### src/rtl/core/sha1s_pkg.sv
// Shared types and constants for the streaming SHA-1 hash block.
package sha1s_pkg;

  localparam int unsigned CHAIN_WORDS = 5;
  localparam int unsigned BLK_WORDS   = 16;
  localparam int unsigned BLK_AW      = 4;
  localparam int unsigned ROUNDS      = 80;

  typedef logic [31:0] word_t;
  typedef logic [CHAIN_WORDS-1:0][31:0] chain_t;

  localparam chain_t INIT_CHAIN = {32'hC3D2E1F0, 32'h10325476, 32'h98BADCFE,
                                   32'hEFCDAB89, 32'h67452301};

  localparam word_t K_CH  = 32'h5A827999;
  localparam word_t K_PAR = 32'h6ED9EBA1;
  localparam word_t K_MAJ = 32'h8F1BBCDC;
  localparam word_t K_LAST = 32'hCA62C1D6;

  localparam logic [1:0] OP_ABSORB   = 2'd0;
  localparam int unsigned OP_NO_BYTE = 1;

  localparam logic [7:0] PAD_MARK = 8'h80;
  localparam logic [5:0] LEN_FILL = 6'd56;
  localparam logic [5:0] FILL_LAST = 6'd63;
  localparam logic [BLK_AW-1:0] LEN_HI_WORD = 4'd14;
  localparam logic [BLK_AW-1:0] LEN_LO_WORD = 4'd15;
  localparam logic [2:0] LAST_IDX = 3'd4;

  typedef struct packed {
    logic start;
  } cmp_ctl_t;

  typedef struct packed {
    logic busy;
    logic done;
  } cmp_stat_t;

endpackage

### src/rtl/core/sha1s_in_if.sv
// Request channel: one message byte and/or a finish request.
interface sha1s_in_if;
  logic       valid;
  logic       ready;
  logic [1:0] op;
  logic [7:0] data_byte;

  modport source (output valid, output op, output data_byte, input ready);
  modport sink (input valid, input op, input data_byte, output ready);
endinterface

### src/rtl/core/sha1s_out_if.sv
// Digest channel: one 32-bit digest word per transfer.
interface sha1s_out_if;
  logic        valid;
  logic        ready;
  logic [31:0] digest_word;
  logic [2:0]  word_index;
  logic        last_word;

  modport source (output valid, output digest_word, output word_index, output last_word,
                  input ready);
  modport sink (input valid, input digest_word, input word_index, input last_word,
                output ready);
endinterface

### src/rtl/core/sha1s_core.sv
// SHA-1 compression: 80 single-cycle rounds fed from the block memory.
module sha1s_core import sha1s_pkg::*; (
  input  logic              clk,
  input  logic              rst,
  input  cmp_ctl_t          ctl,
  input  chain_t            seed,
  input  word_t             rdata,
  output logic [BLK_AW-1:0] raddr,
  output cmp_stat_t         stat,
  output chain_t            work
);

  logic [6:0] rnd;
  logic       busy;
  logic       done;
  logic [BLK_WORDS-1:0][31:0] win;
  word_t a, b, c, d, e;
  word_t w, wx, f, k, t;

  always_comb begin
    wx = win[2] ^ win[7] ^ win[13] ^ win[15];
    w  = (rnd < 7'd16) ? rdata : {wx[30:0], wx[31]};
    if (rnd < 7'd20) begin
      f = (b & c) | (~b & d);
      k = K_CH;
    end else if (rnd < 7'd40) begin
      f = b ^ c ^ d;
      k = K_PAR;
    end else if (rnd < 7'd60) begin
      f = (b & c) | (b & d) | (c & d);
      k = K_MAJ;
    end else begin
      f = b ^ c ^ d;
      k = K_LAST;
    end
    t = {a[26:0], a[31:27]} + f + e + k + w;
    raddr = ctl.start ? '0 : (rnd[BLK_AW-1:0] + 4'd1);
  end

  always_ff @(posedge clk) begin
    if (rst) begin
      busy <= 1'b0;
      done <= 1'b0;
      rnd  <= '0;
    end else begin
      done <= 1'b0;
      if (ctl.start) begin
        busy <= 1'b1;
        rnd  <= '0;
      end else if (busy) begin
        if (rnd == 7'(ROUNDS - 1)) begin
          busy <= 1'b0;
          done <= 1'b1;
        end
        rnd <= rnd + 7'd1;
      end
    end
  end

  // working variables and schedule window, newest word at index 0
  always_ff @(posedge clk) begin
    if (ctl.start) begin
      a <= seed[0];
      b <= seed[1];
      c <= seed[2];
      d <= seed[3];
      e <= seed[4];
    end else if (busy) begin
      win <= {win[BLK_WORDS-2:0], w};
      e <= d;
      d <= c;
      c <= {b[1:0], b[31:2]};
      b <= a;
      a <= t;
    end
  end

  assign stat.busy = busy;
  assign stat.done = done;
  assign work = {e, d, c, b, a};

endmodule

### src/rtl/core/sha1_hash_stream.sv
// Top level of the streaming SHA-1 hash: byte gathering, padding, chaining and digest output.
//
// Each request carries one message byte, a finish, or both (op 0 absorbs, op 1 absorbs then
// finishes, op 2 or 3 finishes without a byte). Every 64th byte starts the compression, which
// holds off further requests: 80 rounds through a single round datapath that reads the
// message words from a 16-word block memory (one read a cycle, registered read data), then
// an add into the chaining words. A finish pads one byte per cycle, pausing while a full
// block is compressed, up to byte 56 (through an extra block when fewer than nine bytes are
// free), writes the two bit count words, runs a final compression, then offers digest words
// h0..h4 one per cycle as the sink takes them; the hash state then returns to its initial
// values. No request is taken until the fifth word has gone. The block memory needs no
// clearing after reset: every word is written before it is read.
module sha1_hash_stream import sha1s_pkg::*; (
  input logic           clk,
  input logic           rst,
  sha1s_in_if.sink      din,
  sha1s_out_if.source   dout
);

  typedef enum logic [5:0] {
    ST_IDLE   = 6'b000001,
    ST_PAD    = 6'b000010,
    ST_LEN_HI = 6'b000100,
    ST_LEN_LO = 6'b001000,
    ST_COMP   = 6'b010000,
    ST_OUT    = 6'b100000
  } state_t;

  state_t      state;
  chain_t      chain;
  logic [63:0] bits;
  logic [5:0]  fill;
  logic [23:0] acc;
  logic [2:0]  idx;
  logic        pad_first;
  logic        fin_pending;
  logic        final_block;

  logic        in_fire, out_fire, absorb;
  logic        ins_en;
  logic [7:0]  ins_byte;
  logic [5:0]  fill_inc;
  word_t       word_new;

  // block memory ports
  word_t              blk_mem [BLK_WORDS];
  logic               we;
  logic [BLK_AW-1:0]  waddr;
  word_t              wdata;
  logic [BLK_AW-1:0]  raddr;
  word_t              rdata;

  cmp_ctl_t  cctl;
  cmp_stat_t cstat;
  chain_t    work;

  assign din.ready = (state == ST_IDLE);
  assign in_fire   = din.valid && din.ready;
  assign out_fire  = dout.valid && dout.ready;
  assign absorb    = in_fire && !din.op[OP_NO_BYTE];

  // at most one byte enters the block per cycle, from the request or from the padding, none during a compression
  always_comb begin
    ins_en   = absorb || (state == ST_PAD);
    ins_byte = (state == ST_PAD) ? (pad_first ? PAD_MARK : 8'h00) : din.data_byte;
    fill_inc = fill + 6'd1;
    word_new = {acc, ins_byte};
    we    = (ins_en && (fill[1:0] == 2'b11)) || (state == ST_LEN_HI) || (state == ST_LEN_LO);
    waddr = fill[5:2];
    wdata = word_new;
    if (state == ST_LEN_HI) begin
      waddr = LEN_HI_WORD;
      wdata = bits[63:32];
    end else if (state == ST_LEN_LO) begin
      waddr = LEN_LO_WORD;
      wdata = bits[31:0];
    end
    // launch a compression on the last byte of a block or on writing the low bit count word
    cctl.start = (ins_en && (fill == FILL_LAST)) || (state == ST_LEN_LO);
  end

  always_ff @(posedge clk) begin
    if (we) begin
      blk_mem[waddr] <= wdata;
    end
    rdata <= blk_mem[raddr];
  end

  sha1s_core u_core (
    .clk   (clk),
    .rst   (rst),
    .ctl   (cctl),
    .seed  (chain),
    .rdata (rdata),
    .raddr (raddr),
    .stat  (cstat),
    .work  (work)
  );

  always_ff @(posedge clk) begin
    if (ins_en) begin
      acc <= word_new[23:0];
    end
  end

  always_ff @(posedge clk) begin
    if (rst) begin
      state       <= ST_IDLE;
      chain       <= INIT_CHAIN;
      bits        <= '0;
      fill        <= '0;
      idx         <= '0;
      pad_first   <= 1'b0;
      fin_pending <= 1'b0;
      final_block <= 1'b0;
    end else begin
      if (ins_en) begin
        fill <= fill_inc;
      end
      if (absorb) begin
        bits <= bits + 64'd8;
      end
      case (state)
        ST_IDLE: begin
          if (in_fire) begin
            fin_pending <= (din.op != OP_ABSORB);
            pad_first   <= (din.op != OP_ABSORB);
            if (absorb && (fill == FILL_LAST)) begin
              state <= ST_COMP;
            end else if (din.op != OP_ABSORB) begin
              state <= ST_PAD;
            end
          end
        end
        ST_PAD: begin
          pad_first <= 1'b0;
          if (fill == FILL_LAST) begin
            state <= ST_COMP;
          end else if (fill_inc == LEN_FILL) begin
            state <= ST_LEN_HI;
          end
        end
        ST_LEN_HI: begin
          state <= ST_LEN_LO;
        end
        ST_LEN_LO: begin
          final_block <= 1'b1;
          state       <= ST_COMP;
        end
        ST_COMP: begin
          if (cstat.done) begin
            for (int i = 0; i < CHAIN_WORDS; i++) begin
              chain[i] <= chain[i] + work[i];
            end
            if (final_block) begin
              idx   <= '0;
              state <= ST_OUT;
            end else if (fin_pending) begin
              state <= ST_PAD;
            end else begin
              state <= ST_IDLE;
            end
          end
        end
        ST_OUT: begin
          if (out_fire) begin
            if (idx == LAST_IDX) begin
              // drop the message state and start afresh
              chain       <= INIT_CHAIN;
              bits        <= '0;
              fill        <= '0;
              fin_pending <= 1'b0;
              final_block <= 1'b0;
              state       <= ST_IDLE;
            end else begin
              idx <= idx + 3'd1;
            end
          end
        end
        default: begin
          state <= ST_IDLE;
        end
      endcase
    end
  end

  assign dout.valid       = (state == ST_OUT);
  assign dout.digest_word = chain[idx];
  assign dout.word_index  = idx;
  assign dout.last_word   = (idx == LAST_IDX);

  // the round unit only runs while the sequencer waits for it
  a_core_in_comp: assert property (@(posedge clk) disable iff (rst)
    (cstat.busy || cstat.done) |-> (state == ST_COMP))
    else $error("compression active outside the compression state");

  // the bit count always lands in the last two words of a block
  a_len_at_56: assert property (@(posedge clk) disable iff (rst)
    (state == ST_LEN_HI) |-> (fill == LEN_FILL))
    else $error("length written at the wrong fill level");

  // taking the last digest word restores the initial hash state
  a_restart: assert property (@(posedge clk) disable iff (rst)
    (out_fire && dout.last_word) |=> ((state == ST_IDLE) && (chain == INIT_CHAIN)
                                      && (bits == 64'd0) && (fill == 6'd0)))
    else $error("hash state not restored after digest");

  // a new request is never taken while a digest is on offer
  a_no_overlap: assert property (@(posedge clk) disable iff (rst)
    din.ready |-> !dout.valid)
    else $error("request taken during digest output");

endmodule

### src/flat_wrapper.sv
// flat-port wrapper written by rule: the top's interface ports become plain ports
module sha1_hash_stream_flat import sha1s_pkg::*;
  (clk, rst, din_valid, din_op, din_data_byte, din_ready, dout_valid, dout_digest_word, dout_word_index, dout_last_word, dout_ready);
  sha1s_in_if din_i ();
  sha1s_out_if dout_i ();
  input logic clk;
  input logic rst;
  input wire logic [$bits(din_i.valid)-1:0] din_valid;
  input wire logic [$bits(din_i.op)-1:0] din_op;
  input wire logic [$bits(din_i.data_byte)-1:0] din_data_byte;
  output wire logic [$bits(din_i.ready)-1:0] din_ready;
  output wire logic [$bits(dout_i.valid)-1:0] dout_valid;
  output wire logic [$bits(dout_i.digest_word)-1:0] dout_digest_word;
  output wire logic [$bits(dout_i.word_index)-1:0] dout_word_index;
  output wire logic [$bits(dout_i.last_word)-1:0] dout_last_word;
  input wire logic [$bits(dout_i.ready)-1:0] dout_ready;
  assign din_i.valid = din_valid;
  assign din_i.op = din_op;
  assign din_i.data_byte = din_data_byte;
  assign din_ready = din_i.ready;
  assign dout_valid = dout_i.valid;
  assign dout_digest_word = dout_i.digest_word;
  assign dout_word_index = dout_i.word_index;
  assign dout_last_word = dout_i.last_word;
  assign dout_i.ready = dout_ready;
  sha1_hash_stream u_core (.clk(clk), .rst(rst), .din(din_i), .dout(dout_i));
endmodule
### config.mk
export PLATFORM = sky130hd
export DESIGN_NAME = sha1_hash_stream_flat
export DESIGN_NICKNAME = d
export VERILOG_FILES = /design/src/rtl/core/sha1s_pkg.sv /design/src/rtl/core/sha1s_in_if.sv /design/src/rtl/core/sha1s_out_if.sv /design/src/rtl/core/sha1s_core.sv /design/src/rtl/core/sha1_hash_stream.sv /design/src/flat_wrapper.sv
export SDC_FILE = /design/constraint.sdc
export NUM_CORES = 2
export LEC_CHECK = 0
export ABC_AREA = 0
export CORE_MARGIN = 4
export CORE_UTILIZATION = 60
export DETAILED_ROUTE_END_ITERATION = 16
export DONT_BUFFER_PORTS = 1
export PLACE_DENSITY = 0.72
export SYNTH_ARGS = -nofsm -noshare
export SYNTH_HDL_FRONTEND = slang
export SYNTH_SLANG_ARGS = --single-unit
### constraint.sdc
create_clock -name clk -period 17.7 [get_ports clk]
set_clock_uncertainty 0.2 [all_clocks]
set_input_delay 1.77 -clock clk [delete_from_list [all_inputs] [get_ports clk]]
set_output_delay 1.77 -clock clk [all_outputs]
set_load 0.05 [all_outputs]
* Word-level counts from Yosys, hierarchy flattened
Memories as Yosys holds them, arrays and structs flattened. A register that Yosys moved wholly into a read port is not among the register bits.
Index checks and enable logic that the tools add are counted.
** Word-level totals
- Bits in registers :: 947
- Memory bits (writable) :: 512
- Bits of input ports :: 14
- Output and inout port bits :: 38
- Word-level logic and storage cells :: 183
- Memories kept :: 1
** Memories
- u_core.blk_mem :: depth 16, bits a word 32, read ports 1, clocked after Yosys merged registers in 1, write ports 1, line sha1_hash_stream.sv:46 : word_t blk_mem [BLK_WORDS];
** Operators by class
- $add $sub $neg :: 14
- $lt $le $gt $ge :: 5
- Eq/ne operators :: 19
- Mux-type cells :: 66
- Bitwise logic cells :: 15
- Reduce and logical (&&, ||, !) cells :: 26
** Operator list (count)
- 32-bit two-way mux :: 19
- 160-bit two-way mux :: 3
- 160-bit one-hot mux with 2 select lines :: 1
- 32-bit adder :: 9
- 64-bit two-way mux :: 4
- 32-bit bitwise XOR :: 5
- 32-bit bitwise AND :: 4
- 32-bit binary-select mux with 3-bit select :: 1
- 32-bit OR :: 3
- 6-bit two-way mux :: 13
- 64-bit by 4-bit adder with 64-bit output, second input constant :: 1
- 6-bit one-hot mux with 6 select lines :: 1
- 32-bit NOT :: 1
- 31-bit two-way mux :: 1
- 6-bit == test, second input constant :: 3
- 8-bit two-way mux :: 2
- 7-bit by 5-bit less-than comparator with 1-bit output, second input constant :: 2
- 7-bit by 6-bit less-than comparator with 1-bit output, second input constant :: 2
- 3-bit two-way mux :: 4
- 4-bit two-way mux :: 3
- 2-bit nonzero test :: 6
- 2-bit inequality test, second input constant :: 5
- 1-bit two-way mux :: 9
- 4-bit AND reduction :: 2
- other kinds (29) :: 41

* Longest topological paths before layout
- Depth in word-level cells :: 12
- Mapped depth :: 25
- Gate-level depth less buffers :: 23

* Cells and area by module
From an unflattened synthesis, not the netlist that was laid out.
** Second synthesis, totals
- Cell total of the unflattened synthesis :: 4916
- Area total of the unflattened synthesis :: 68245.5 µm²
** Modules (own cells, without submodules)
- sha1_hash_stream :: instances 1, cells an instance 3077, area each 38765.9 µm², sequential area each 21520.6 µm²
- sha1s_core :: instances 1, cells an instance 1839, area each 29479.5 µm², sequential area each 20359.5 µm²

* Worst setup path after synthesis
Ideal clock, no wire load.
- Path kind :: input -> register
- Start point :: in din_valid
- End point :: reg u_core.u_core.win[0] (netlist name), enable pin
- Library setup time :: 941 ps
- Arrival time :: 14985 ps
- Required time :: 16559 ps
- Slack :: 1574 ps
- Stages on the path :: 8
- Buffers on the path :: 4
- Cell sequence :: nor4b_4 -> or2_1 -> buf_2 -> a21oi_1 -> buf_2 -> buf_1 -> clkbuf_1 -> and2_1
** Between the ends
- Word-level cells in the longest chain between the ends :: 7
** Ends and longest elaborated chain
- from (decl) :: line flat_wrapper.sv:8 : input wire logic [$bits(din_i.valid)-1:0] din_valid;
- 1-bit logical AND :: line sha1_hash_stream.sv:58 : assign in_fire = din.valid && din.ready;
- 1-bit logical AND :: line sha1_hash_stream.sv:60 : assign absorb = in_fire && !din.op[OP_NO_BYTE];
- 1-bit logical OR :: line sha1_hash_stream.sv:64 : ins_en = absorb || (state == ST_PAD);
- 1-bit logical AND :: line sha1_hash_stream.sv:79 : cctl.start = (ins_en && (fill == FILL_LAST)) || (state == ST_LEN_LO);
- 1-bit logical OR :: line sha1_hash_stream.sv:79
- 1-bit NOT (no line)
- 2-bit AND reduction (no line)
- to (signal assigned) :: line sha1s_core.sv:69 : win <= {win[BLK_WORDS-2:0], w};
- to (decl) :: line sha1s_core.sv:16 : logic [BLK_WORDS-1:0][31:0] win;
Every way passes these cells.
A chain may end at the register's enable or synchronous reset.

* Worst setup path in the final report
- Start point :: reg u_core.u_core.rnd[2]
- End point :: reg u_core.u_core.a[31], data pin
** Between the ends
- Word-level cells in the longest chain between the ends :: 10
- Elaborated cells between the ends (all ways) :: 17
- Those cells by class :: 4 x add/sub; 4 x order compare; 9 x mux
** Ends and longest elaborated chain
- from (decl) :: line sha1s_core.sv:13 : logic [6:0] rnd;
- from (signal assigned) :: line sha1s_core.sv:55 : rnd <= rnd + 7'd1;
- 7-bit by 6-bit less-than comparator with 1-bit output :: line sha1s_core.sv:29 : end else if (rnd < 7'd60) begin
- 32-bit two-way mux :: line sha1s_core.sv:29
- 32-bit two-way mux :: line sha1s_core.sv:26 : end else if (rnd < 7'd40) begin
- 32-bit two-way mux :: line sha1s_core.sv:23 : if (rnd < 7'd20) begin
- 32-bit adder (3 in a row) :: line sha1s_core.sv:36 : t = {a[26:0], a[31:27]} + f + e + k + w;
- 32-bit adder (*) :: line sha1s_core.sv:36
- 32-bit two-way mux (*) :: line sha1s_core.sv:68 : end else if (busy) begin
- 32-bit two-way mux (*) :: line sha1s_core.sv:62 : if (ctl.start) begin
- to (signal assigned) :: line sha1s_core.sv:63 : a <= seed[0];
- to (signal assigned) :: line sha1s_core.sv:74 : a <= t;
- to (decl) :: line sha1s_core.sv:17 : word_t a, b, c, d, e;
Every way passes the cells marked *; elsewhere a longest branch is shown, timed or not. The select of a mux whose other input is x is not followed.

==> results.cfg <==
[floorplanning]
std_cell_rows = 123
start_util_pct = 60.7
design.die.area_sq_mm = 0.120
coreArea_sq_mm = 0.113
die_h_um = 346
die_w_um = 346
design.portCount = 52

[global_route]
grt_overflow_total = 0
grt_pass1_vias = 42600
grt_start_max_net_pins = 219
track_usage_pct = 29.2
grt_pass1_wl_mm = 265
grt_antenna_before_repair = 2

[timing]
fmaxAchievable_ghz = 0.142
max_slew_margin_pct = 11.5
hold_violations = 0
rsz0062_at_grt = no
hold_ws_ns = 0.205
tns_ns = 0
period_share_pct = 39.8
worst_slack_ns = 10.66
worstMarginPinSlew_ns = 1.32
setup_viol = 0
finalMaxSlewViolations = 0
min_period_ns = 7.04

[route]
wirelength_mm = 179
via_per_inst = 6.17
firstDrtPassIters = 7
drc_errors = 0
vias = 45400
ant_nets = 0
wl_per_cell_um = 24.3
drtIter0Drc = 5630

[logic_synthesis]
synth-edff-count = 1208
yosys-top-cells-area = edfxtp_1 53%, dfxtp_1 8.2%, nand2_1 5.0%
synth_top_cell_by_area = edfxtp_1
synth_mux_area_share_pct = 3.60
syn_inst = 5728
synth.distinct_cells = 83
avgSynthCellArea_sq_um = 12.0
synth-simple-area-share_pct = 11.3
synthAdderAreaFrac_pct = 7.25
synth_fp_nets = 6065
synth_top_family_by_area = simple AND/OR/NAND/NOR gates
async_flop_share_pct = 0
synth_flop_cell = edfxtp_1
synth_xor_area_share_pct = 4.18
netlist.area_leader.share_pct = 52.8
netlist_area_sq_mm = 0.0687
synth-compound-area-share_pct = 9.67
yosys_warnings = 0
synth_seq_cells = 1488
ys_seq_area_share_pct = 61.0

[cts]
cts_setup_buffers = 0
worstSkewPairLatency_ns = 0.76
htreeDepth = 4
ctsHoldBuffers = 0
cts.path.max_buffers = 3
cts_buffers = 152
clock-sinks = 1488
cts_tree = yes
clock-root-buffer = clkbuf_16
cts_resized = 0
clk_pin_slew_worst_paths_ns = 0.06

[hold_path]
worstHoldPathCells = 0
hp-start = u_core.u_core.win[377]
whs_endpoint = u_core.u_core.win[409]
hold_path.class = reg -> reg

[final_layout]
drive_above_1_share_pct = 7.70
layout.nets = 6065
finish.utilization_pct = 66.8
nFillCells = 8201
area_growth_pct = 10.1

[place]
hpwlAfterDp_mm = 114
dp_slack_ns = 10.70
numPortBuffers = 0
gp_congestion = 0.971

[worst_setup_path]
critPathTopFamily = compound AO/OA/AOI/OAI gates
cp-end-kind = flip-flop
r2r.worst_path.cells = 22
required_ns = 17.97
rrSetupSlack_ns = 10.66
path_cells = o21ai_0 > and2_1 > inv_2 > nor2_1 > a221oi_1 > fa_1 > fa_1 > inv_1 > ha_1 > inv_1 > fa_1 > nor2b_1 > o31ai_1 > a21oi_1 > a31oi_1 > o21ai_0 > a221oi_1 > o21ai_0 > a221o_1 > a21oi_1 > xor2_1 > o21ai_0
crit_type = reg -> reg
timing.rr.end = u_core.u_core.a[31]
arrival_ns = 7.31
worst-path-buf-inv = 3
crit_path_max_fanout = 26
cp_slowest_cell = a221oi_1
slowest_delay_ns = 0.56
crit_start = u_core.u_core.rnd[2]
critPathLaunchType = flip-flop
crit_top_cell = o21ai_0
r2r-start = u_core.u_core.rnd[2]

[run_status]
status = finished, final reports clean

[power_and_ir_drop]
pwr-share-seq_pct = 52.6
swShare_pct = 21.5
combPwrFrac_pct = 3.3
pwr-share-clk_pct = 44.2
p_leak_nw = 27.7
power_density_mw_per_mm2 = 97.0
internal_power_mw = 5.76
vdd.ir_drop.worst_v = 0.000105
p_sw_mw = 1.58

[flow_run]
maxCapViolCount = 0
cell families after synthesis:
group,after synthesis
mux,238
xor+xnor,328
compound gates,1043
fa+ha+maj,323
simple gates,1780
flops,1488
buf+inv,528
cell usage after synthesis (all sizes together), types with 8 or more instances:
| master | instances |
|---|---|
| a211o | 8 |
| a211oi | 13 |
| a21boi | 8 |
| a21o | 90 |
| a21oi | 248 |
| a221o | 24 |
| a222oi | 20 |
| a22o | 8 |
| a22oi | 38 |
| a311oi | 17 |
| a31oi | 79 |
| and2 | 26 |
| and3 | 37 |
| and4 | 11 |
| buf | 75 |
| clkbuf | 176 |
| dfxtp | 280 |
| edfxtp | 1208 |
| fa | 125 |
| ha | 198 |
| inv | 274 |
| mux2 | 63 |
| mux2i | 174 |
| nand2 | 916 |
| nand2b | 29 |
| nand3 | 267 |
| nand4 | 30 |
| nor2 | 340 |
| nor2b | 27 |
| nor3 | 31 |
| nor3b | 8 |
| nor4 | 9 |
| o211ai | 44 |
| o21a | 46 |
| o21ai | 247 |
| o21bai | 19 |
| o221ai | 10 |
| o22ai | 69 |
| o31ai | 11 |
| or3 | 20 |
| xnor2 | 199 |
| xor2 | 129 |
per-layer routing:
layer | GRT usage, % | vias up | part of all wire (%) | wire [um]
li1 | - | 20700 | - | -
met5 | 0 | - | 0 | 0
met1 | 42.8 | 22300 | 42 | 76000
met4 | 9.70 | 0 | 3.1 | 5550
met3 | 7.02 | 313 | 10 | 18400
met2 | 43.2 | 2178 | 44 | 79000
through the flow:
stage	instances	instance area, sq um	total power, mW
after global placement	7074	70600	4.16
after detailed placement	7074	70600	4.17
after floorplan	5728	68700	4.07
after global routing	7358	75600	7.54
final	7359	75600	7.33
after CTS	7358	75600	7.37
cell type report:
type	instances	area, sq um	share of cell area, %
diodes	1	2.50	0.00331
clock buffers	206	4160	5.50
clock inverters	78	872	1.15
inverters	277	1050	1.39
multi-input cells	3712	25000	33.1
flip-flops and latches	1488	41900	55.4
well taps	1500	1880	2.48
repair buffers	97	753	0.997
registers in the layout, summed over array words and instances, names as in the netlist, 7 cells and up:
register           flops
u_core.bits           61
u_core.u_core.a       32
u_core.u_core.win    512
u_core.u_core.b       32
u_core.chain         160
u_core.u_core.d       32
u_core.u_core.rnd      7
u_core.u_core.e       32
u_core.u_core.c       32
u_core.acc            24
u_core.blk_mem       512
u_core.rdata          32
layout by cell type, fill, tap and decap left out, drive strengths merged, types with 97 or more instances in the layout:
cell type	count
nand3	267
dfxtp	280
nand2	916
mux2i	174
buf	97
inv	287
o21ai	247
xor2	129
xnor2	199
clkbuf	206
ha	198
a21oi	248
edfxtp	1208
nor2	340
fa	125
power by group through the flow:
stage	sequential (mW)	combinational [mW]	clock, mW
6_report	3.85	0.241	3.24
5_1_grt	3.85	0.260	3.42
4_1_cts	3.85	0.239	3.28
3_3_place_gp	3.93	0.232	0
2_1_floorplan	3.92	0.146	0
3_5_place_dp	3.93	0.238	0
worst max-delay path by stage:
stage	slack [ns]	cells after the start	to
2_1_floorplan	1.57	8	u_core.u_core.win[0]
3_3_place_gp	10.91	22	u_core.u_core.a[31]
3_5_place_dp	10.70	22	u_core.u_core.a[31]
4_1_cts	10.69	22	u_core.u_core.a[31]
5_1_grt	10.03	22	u_core.u_core.a[31]
6_report	10.66	22	u_core.u_core.a[31]
Note: power is estimated with default switching activity, not from simulation.
